===== src/as2f_pkg.sv =====
// Package for the audio sample to float32 converter.
// Holds the word types, format codes and shared constants; no dependencies.
package as2f_pkg;

    typedef struct packed {
        logic [63:0] raw_sample;
        logic        frame_last;
    } t_in_word;

    typedef struct packed {
        logic [31:0] float_bits;
        logic        converted;
        logic        frame_last_out;
    } t_out_word;

    localparam logic [2:0] FMT_INT16   = 3'd0;
    localparam logic [2:0] FMT_INT24   = 3'd1;
    localparam logic [2:0] FMT_INT32   = 3'd2;
    localparam logic [2:0] FMT_FLOAT32 = 3'd3;
    localparam logic [2:0] FMT_FLOAT64 = 3'd4;

    localparam logic [31:0] F32_INF  = 32'h7F80_0000;
    localparam logic [31:0] F32_QNAN = 32'h7FC0_0000;

endpackage


===== src/audio_sample_to_float32_top.sv =====
// Top level of the audio sample to float32 converter.
// Depends on as2f_pkg for the word types and format codes.
//
// Usage:
//   Set the format register through i_cfg_we / i_cfg_data while idle
//   (0 int16, 1 int24, 2 int32, 3 float32, 4 float64, others unsupported).
//   A sample word is taken at each rising edge where start is high and busy
//   is low; busy is always low, so one word may be taken every cycle.
//   The sample is captured in an input register, converted by combinational
//   logic (leading-one search, round to nearest even) and captured in the
//   result register at the next edge. The converted word is then strobed on
//   o_result for one cycle. o_result_valid is high for exactly one cycle per
//   word.
//   Throughput is one word per cycle, set by the single conversion stage.
//   The receiver cannot stall; each result must be taken when strobed.
//   Reset clears the pipeline valid flags and sets the format to int16.
module audio_sample_to_float32_top (
    input  logic                i_clk,
    input  logic                i_rst_n,
    input  logic                start,
    output logic                busy,
    input  as2f_pkg::t_in_word  i_sample,
    input  logic                i_cfg_we,
    input  logic [2:0]          i_cfg_data,
    output logic                o_result_valid,
    output as2f_pkg::t_out_word o_result
);
    import as2f_pkg::*;

    logic [2:0] r_fmt;
    logic       r_in_vld;
    t_in_word   r_in;
    logic       r_out_vld;
    t_out_word  r_out;
    t_out_word  n_out;

    assign busy = 1'b0;

    // Format register and input stage.
    always_ff @(posedge i_clk) begin
        if (!i_rst_n) begin
            r_fmt    <= FMT_INT16;
            r_in_vld <= 1'b0;
        end else begin
            if (i_cfg_we) r_fmt <= i_cfg_data;
            r_in_vld <= start;
        end
        if (start) r_in <= i_sample;
    end

    // Integer path: sign-extend to 32 bits and take the magnitude.
    logic [31:0] int_v;
    logic [31:0] int_mag;
    logic [7:0]  int_frac;
    logic [4:0]  lead;
    logic [31:0] norm;
    logic [24:0] int_rnd;
    logic        int_grd;
    logic        int_stk;
    logic [7:0]  int_exp;
    logic [31:0] int_bits;

    always_comb begin
        case (r_fmt)
            FMT_INT16: begin
                int_v    = {{16{r_in.raw_sample[15]}}, r_in.raw_sample[15:0]};
                int_frac = 8'd15;
            end
            FMT_INT24: begin
                int_v    = {{8{r_in.raw_sample[23]}}, r_in.raw_sample[23:0]};
                int_frac = 8'd23;
            end
            default: begin
                int_v    = r_in.raw_sample[31:0];
                int_frac = 8'd31;
            end
        endcase
        int_mag = int_v[31] ? (32'd0 - int_v) : int_v;
        lead = 5'd0;
        for (int i = 0; i < 32; i++) begin
            if (int_mag[i]) lead = 5'(i);
        end
        // Normalise so the leading one sits at bit 31.
        norm    = int_mag << (5'd31 - lead);
        int_grd = norm[7];
        int_stk = |norm[6:0];
        int_rnd = {1'b0, norm[31:8]}
                  + 25'(int_grd && (int_stk || norm[8]));
        int_exp = 8'(lead) + 8'd127 - int_frac + 8'(int_rnd[24]);
        if (int_mag == 32'd0)
            int_bits = 32'd0;
        else if (int_rnd[24])
            int_bits = {int_v[31], int_exp, int_rnd[23:1]};
        else
            int_bits = {int_v[31], int_exp, int_rnd[22:0]};
    end

    // float64 narrowing.
    logic        d_sign;
    logic [10:0] d_ex;
    logic [51:0] d_frac;
    logic [31:0] nrm_bits;
    logic [28:0] nrm_rem;
    logic [52:0] mant53;
    logic [6:0]  sh;
    logic [52:0] sub_q;
    logic [52:0] sub_rem;
    logic [52:0] sub_half;
    logic [31:0] sub_bits;
    logic [31:0] dbl_bits;

    always_comb begin
        d_sign   = r_in.raw_sample[63];
        d_ex     = r_in.raw_sample[62:52];
        d_frac   = r_in.raw_sample[51:0];
        nrm_bits = {1'b0, 8'(d_ex - 11'd896), d_frac[51:29]};
        nrm_rem  = d_frac[28:0];
        if (nrm_rem > 29'h1000_0000 || (nrm_rem == 29'h1000_0000 && nrm_bits[0]))
            nrm_bits = nrm_bits + 32'd1;
        mant53   = {1'b1, d_frac};
        sh       = 7'(11'd926 - d_ex);
        sub_q    = mant53 >> sh;
        sub_rem  = mant53 & ((53'd1 << sh) - 53'd1);
        sub_half = 53'd1 << (sh - 7'd1);
        sub_bits = sub_q[31:0];
        if (sub_rem > sub_half || (sub_rem == sub_half && sub_bits[0]))
            sub_bits = sub_bits + 32'd1;
        if (d_ex == 11'h7FF) begin
            if (d_frac != 52'd0)
                dbl_bits = {d_sign, 31'd0} | F32_QNAN | {10'd0, d_frac[50:29]};
            else
                dbl_bits = {d_sign, F32_INF[30:0]};
        end else if (d_ex >= 11'd1151)
            dbl_bits = {d_sign, F32_INF[30:0]};
        else if (d_ex >= 11'd897)
            dbl_bits = {d_sign, 31'd0} | nrm_bits;
        else if (d_ex < 11'd873)
            dbl_bits = {d_sign, 31'd0};
        else
            dbl_bits = {d_sign, 31'd0} | sub_bits;
    end

    // Format selection into the result word.
    always_comb begin
        n_out.frame_last_out = r_in.frame_last;
        n_out.converted      = 1'b1;
        unique case (r_fmt) inside
            FMT_INT16, FMT_INT24, FMT_INT32: n_out.float_bits = int_bits;
            FMT_FLOAT32: n_out.float_bits = r_in.raw_sample[31:0];
            FMT_FLOAT64: n_out.float_bits = dbl_bits;
            default: begin
                n_out.float_bits = 32'd0;
                n_out.converted  = 1'b0;
            end
        endcase
    end

    // Result stage.
    always_ff @(posedge i_clk) begin
        if (!i_rst_n) r_out_vld <= 1'b0;
        else          r_out_vld <= r_in_vld;
        if (r_in_vld) r_out <= n_out;
    end

    assign o_result_valid = r_out_vld;
    assign o_result       = r_out;

endmodule


===== config.mk =====
export PLATFORM = sky130hd
export DESIGN_NAME = audio_sample_to_float32_top
export DESIGN_NICKNAME = d
export VERILOG_FILES = /design/src/as2f_pkg.sv /design/src/audio_sample_to_float32_top.sv
export SDC_FILE = /design/constraint.sdc
export NUM_CORES = 1
export LEC_CHECK = 0
export BUFFER_PORTS_ARGS = -buffer_cell sky130_fd_sc_hd__buf_2
export CAP_MARGIN = 20
export CORE_UTILIZATION = 25
export DETAILED_ROUTE_END_ITERATION = 12
export GPL_TIMING_DRIVEN = 0
export HOLD_SLACK_MARGIN = 0.05
export PLACE_DENSITY_LB_ADDON = 0.12
export SKIP_CTS_REPAIR_TIMING = 1
export SLEW_MARGIN = 5
export SYNTH_ARGS = -nofsm -noshare
export SYNTH_HDL_FRONTEND = slang
export SYNTH_SLANG_ARGS = --single-unit

===== constraint.sdc =====
create_clock -name i_clk -period 8.19 [get_ports i_clk]
set_clock_uncertainty 0.05 [all_clocks]
set_input_delay 2.457 -clock i_clk [delete_from_list [all_inputs] [get_ports i_clk]]
set_output_delay 2.457 -clock i_clk [all_outputs]
set_load 0.05 [all_outputs]

==> flow_summary.toml, run 1 <==
[yosys]
synth_fp_nets = 2417
async_reset_ff_share_pct = 0
synthTopCellsByArea = "edfxtp_1, mux4_2, nand2_1"
synth_area_leader_cell = "edfxtp_1"
synth_edf_count = 99
syn-cell-area_um2 = 17700
synth_cell_type_count = 128
ys_seq_area_share_pct = 17.4
synth_cells = 2273
ys_ff_latch = 104
yosys_warnings = 0
syn_area_per_cell_um2 = 7.79
synth_top_area_share_pct = 16.8
ys.flop_type = "edfxtp_1"

[clock_tree]
cts_buffers = 9
h-tree-depth = 3
clkTransAtPathRegs_ns = 0.08
clkLatencyLatePin_ns = 0.41
clock_sinks = 104
clockBufferDepth = 2
cts_tree = "yes"
cts_root_buffer = "clkbuf_16"

[grt]
grt_pass1_vias = 19408
antenna_found_initial = 1
overflow = 0
grt_pass1_wl_mm = 146
grt_use_total_pct = 28.2
grt_max_degree = 54

[timing]
max_freq_mhz = 123
fin_hold_ws_ns = 0.382
fin_crit_ns = 8.13
min_period_over_period_pct = 99.3
max_slew_margin_pct = 9.34
hold_violations = 0
setup_viol = 0
worst_pin_slew_ns = 1.36
finalMaxSlewViolations = 0
tns_ns = 0

[placement]
place_congestion = 0.981
hpwl_mm = 82.1
io_buffer_count = 106

[run_status]
status = "finished, final reports clean"

[floorplanning]
num_rows = 97
ios = 108
core-area_um2 = 70000
die_area_um2 = 71900
dieHeight_um = 268
start_util_pct = 25.3
die_width_um = 268

[power_and_ir_drop]
powerDensity_nw_per_um2 = 217
p_leak_nw = 7.54
vdd_drop_max_mv = 0.108

[worst_setup_path]
crit_required_ns = 8.21
slowest_stage = "a211oi_1"
crit_type = "flop to flop"
cp-end-kind = "flop"
cp_max_fo = 10
startpoint_type = "flop"
crit_arrival_ns = 8.15
cp_common_cell = "nand4_1"
reg2regPathDepth = 33
slowest_delay_ns = 0.78

[worst_hold_path]
min_path_cells = 0
worstHoldPathType = "flop to flop"

[layout]
area_growth_pct = 20.8
finish.utilization_pct = 30.6
layout.nets = 2602
fillers = 7630
drive_gt1_share_pct = 22.3

[detailed_routing]
wl_mm = 103
drcViolationCount = 0
vias_per_cell = 6.06
firstDrtPassIters = 6
wl_per_cell_um = 30.3
drt_iter0_drc = 2674
vias = 20648
antenna_left = 0

[flow_run]
drv_cap = 0
where the power goes:
part | internal, W | total (W) | switching [W]
Combinational | 0.00113 | 0.00344 | 0.00231
Sequential | 0.000669 | 0.000722 | 0.0000524
Clock | 0.000247 | 0.000489 | 0.000242
Total | 0.00204 | 0.00465 | 0.00260
layer usage:
layer / track usage, % / wire length, µm / share of wire, %
met1: 37.6 / 44300 / 43
met2: 44.9 / 46000 / 45
met3: 4.80 / 8350 / 8.1
met4: 11.5 / 4710 / 4.6
met5: 0 / 0 / 0
registers in the layout, indices dropped and copies added, names as in the netlist:
name            flops
d_frac             52
o_result           34
d_ex               11
r_fmt               3
d_sign              1
n_out               1
o_result_valid      1
r_in_vld            1
area by class of cell:
class | count | area [µm²] | area share (%)
Antenna cell | 3 | 7.51 | 0.0351
Buffer | 175 | 1030 | 4.82
Clock buffer | 9 | 225 | 1.05
Clock inverter | 7 | 101 | 0.474
Inverter | 29 | 115 | 0.538
Multi-Input combinational cell | 1953 | 14500 | 67.6
Sequential cell | 104 | 3070 | 14.4
Tap cell | 940 | 1180 | 5.50
Timing Repair Buffer | 186 | 1190 | 5.56
worst max-delay path: cells and delay by family, from the launching register on:
| family | cells | cell delay [ns] |
|---|---|---|
| flip-flops | 1 | 0.49 |
| buffers and inverters | 3 | 0.78 |
| adder cells (fa/ha/maj) | 3 | 0.62 |
| AO/OA/AOI/OAI | 8 | 2.28 |
| AND/OR/NAND/NOR | 18 | 3.46 |
| XOR/XNOR | 1 | 0.09 |
synth_stat cells (all sizes together) (6+ instances only):
master     n
xnor2     70
a21boi    12
inv       29
edfxtp    99
a21oi    130
mux4      54
o22ai     22
nand4     44
and2      42
nor2     227
o221ai    14
a31oi     35
and3      27
o31ai     14
or3       14
a2111oi    9
a32oi      9
o21ai    145
nor4      34
nand2    273
nor2b     27
a22oi     38
o21a      25
or2       14
and4       6
nor3      72
a311oi    10
a21o      31
clkbuf   119
mux2      15
buf       67
o211ai    30
a22o       6
mux2i     99
a211oi    50
xor2      43
o2111ai    6
ha        72
nand2b    16
o31a       7
nand3    102
a41oi      7
cells in the final DEF (no fill, tap or decap), drive strengths merged, types with 14 or more instances in the layout:
| cell type | instances |
|---|---|
| a21o | 31 |
| a22oi | 38 |
| a211oi | 50 |
| a31oi | 35 |
| nor2 | 227 |
| ha | 72 |
| nor3 | 72 |
| nor2b | 27 |
| mux2 | 15 |
| mux4 | 54 |
| or3 | 14 |
| and3 | 27 |
| clkbuf | 106 |
| and2 | 42 |
| or2 | 14 |
| o21a | 25 |
| nand2 | 273 |
| o221ai | 14 |
| mux2i | 99 |
| edfxtp | 99 |
| nand4 | 44 |
| inv | 30 |
| a21oi | 130 |
| xor2 | 43 |
| o22ai | 22 |
| o21ai | 145 |
| nor4 | 34 |
| o31ai | 14 |
| xnor2 | 70 |
| o211ai | 30 |
| buf | 263 |
| nand2b | 16 |
| nand3 | 102 |
cells by family after synthesis:
family	count (synthesis)	synth area share [%]
mux	168	13.5
buf+inv	216	5.64
simple gates	924	26.1
other cells	1	0.0212
compound gates	675	26.7
xor+xnor	113	5.59
flops	104	17.4
fa+ha+maj	72	5.09
metrics by stage:
stage               cells  area (µm²)  setup WS [ns]  power (W)
floorplan            2273       17700          0.142    0.00275
detailed placement   3322       19500          -4.03    0.00385
global placement     3319       19400          -4.04    0.00389
CTS                  3338       19800          -4.05    0.00436
finish               3406       21400         0.0606    0.00465
global route         3403       21400        -0.0940    0.00485
final timing paths:
check	start	endpoint	slack, ns
setup / recovery	d_ex[1]	o_result[32]	0.06
hold / removal	n_out[0]	o_result[0]	0.38
hold reg to reg	n_out[0]	o_result[0]	0.38
setup reg to reg	d_ex[1]	o_result[32]	0.06
Note: power is estimated with default switching activity, not from simulation.
==> run 2: changes to the inputs <==
--- a/config.mk
+++ b/config.mk
@@ -7,7 +7,7 @@
 export LEC_CHECK = 0
 export BUFFER_PORTS_ARGS = -buffer_cell sky130_fd_sc_hd__buf_2
 export CAP_MARGIN = 20
-export CORE_UTILIZATION = 25
+export CORE_UTILIZATION = 30
 export DETAILED_ROUTE_END_ITERATION = 12
 export GPL_TIMING_DRIVEN = 0
 export HOLD_SLACK_MARGIN = 0.05
==> constraint.sdc (replaced) <==
create_clock -name i_clk -period 9.15 [get_ports i_clk]
set_clock_uncertainty 0.05 [all_clocks]
set_input_delay 2.745 -clock i_clk [delete_from_list [all_inputs] [get_ports i_clk]]
set_output_delay 2.745 -clock i_clk [all_outputs]
set_load 0.05 [all_outputs]
==> flow_summary.toml, run 2 (synthesis results as in run 1) <==
[clock_tree]
cts_buffers = 9
clkTransAtPathRegs_ns = 0.09
cts_tree = "yes"
clock_sinks = 104
clockBufferDepth = 2
cts_root_buffer = "clkbuf_16"
clkLatencyLatePin_ns = 0.41
h-tree-depth = 3

[placement]
hpwl_mm = 80.3
place_congestion = 1.01
io_buffer_count = 106

[floorplanning]
start_util_pct = 30.5
dieHeight_um = 245
ios = 108
die_width_um = 245
num_rows = 88
core-area_um2 = 58000
die_area_um2 = 60000

[worst_hold_path]
worstHoldPathType = "flop to flop"

[power_and_ir_drop]
vdd_drop_max_mv = 0.105
p_int_w = 0.00172
comb_power_share_pct = 73.9
power_switching_w = 0.00229
powerDensity_nw_per_um2 = 199
p_clk_share_pct = 10.1
p_leak_nw = 7.06
p_sw_share_pct = 57.2
seqPwrFrac_pct = 16.0

[layout]
area_growth_pct = 13.7
largest_reg_flops = 52
layout.nets = 2553
fillers = 6192
finish.utilization_pct = 34.7
final_common_cell = "nand2_1"
drive_gt1_share_pct = 17.8
final_cell_mix = "nand2_1, nor2_1, buf_2, a21oi_1, o21ai_0"

[timing]
min_period_over_period_pct = 96.8
tns_ns = 0
worst_pin_slew_ns = 1.22
setup_viol = 0
max_freq_mhz = 113
finalMaxSlewViolations = 0
max_slew_margin_pct = 18.2
fin_crit_ns = 8.86
hold_violations = 0

[worst_setup_path]
cp_common_cell = "nor2_1"
slowest_stage = "edfxtp_1"
cp_max_fo = 10
cp-end-kind = "flop"
crit_arrival_ns = 8.93
slowest_delay_ns = 0.47
crit_type = "flop to flop"
crit_required_ns = 9.22
startpoint_type = "flop"

[grt]
grt_pass1_vias = 19427
grt_use_total_pct = 33.6
grt_pass1_wl_mm = 145
antenna_found_initial = 2
overflow = 0
grt_max_degree = 57

[run_status]
status = "finished, final reports clean"

[detailed_routing]
vias_per_cell = 6.49
drt_iter0_drc = 2797
wl_mm = 103
wl_per_cell_um = 32.3
vias = 20632
drcViolationCount = 0
firstDrtPassIters = 8
antenna_left = 0

[flow_run]
drv_cap = 0
## run 2: area by class of cell
class / instances / area, µm² / area share, %
well taps: 765 / 957 / 4.75
flip-flops and latches: 104 / 3070 / 15.3
clock inverters: 7 / 60.1 / 0.298
diodes: 2 / 5.00 / 0.0249
clock buffers: 9 / 225 / 1.12
multi-input cells: 1953 / 14000 / 69.5
repair buffers: 134 / 776 / 3.85
plain buffers: 178 / 925 / 4.59
inverters: 29 / 109 / 0.541
## run 2: final timing paths
path         startpoint      endpoint  slack [ns]  cells after the start
max             d_ex[1]  o_result[30]        0.29                     39
min            n_out[0]   o_result[0]        0.38                      0
max reg2reg     d_ex[1]  o_result[30]        0.29                     39
min reg2reg    n_out[0]   o_result[0]        0.38                      0
## run 2: critical path: cells and delay by family, from the launching register on
family                     cells  cell delay (ns)
and+or+nand+nor               20             3.87
buffers and inverters          6             1.28
xor gates and xnor gates       2             0.48
AOI/OAI and AO/OA              8             1.56
DFF                            1             0.47
adders and majority gates      3             0.79
## run 2: through the flow
step | setup WS, ns | cell area (µm²) | power [W] | instances | hold WS [ns]
after CTS | -2.83 | 19500 | 0.00385 | 3163 | 0.389
after global placement | -2.81 | 19200 | 0.00346 | 3144 | 0.365
final | 0.291 | 20100 | 0.00401 | 3181 | 0.381
after floorplan | 1.10 | 17700 | 0.00246 | 2273 | 0.350
after detailed placement | -2.78 | 19300 | 0.00343 | 3147 | 0.363
after global routing | -0.0918 | 20100 | 0.00417 | 3179 | 0.401
## run 2: power groups by stage
stage	combinational (W)	sequential [W]	clock (W)
finish	0.00296	0.000640	0.000406
global route	0.00309	0.000644	0.000439
CTS	0.00279	0.000642	0.000423
detailed placement	0.00278	0.000652	0
global placement	0.00281	0.000655	0
floorplan	0.00174	0.000721	0
## run 2: metal layers
| layer | vias up | track usage (%) | routed length [µm] |
|---|---|---|---|
| met5 | - | 0 | 0 |
| met4 | 0 | 12.0 | 4150 |
| met3 | 252 | 6.82 | 9750 |
| met2 | 1310 | 50.0 | 43000 |
| met1 | 10133 | 47.5 | 45800 |
| li1 | 8937 | - | - |
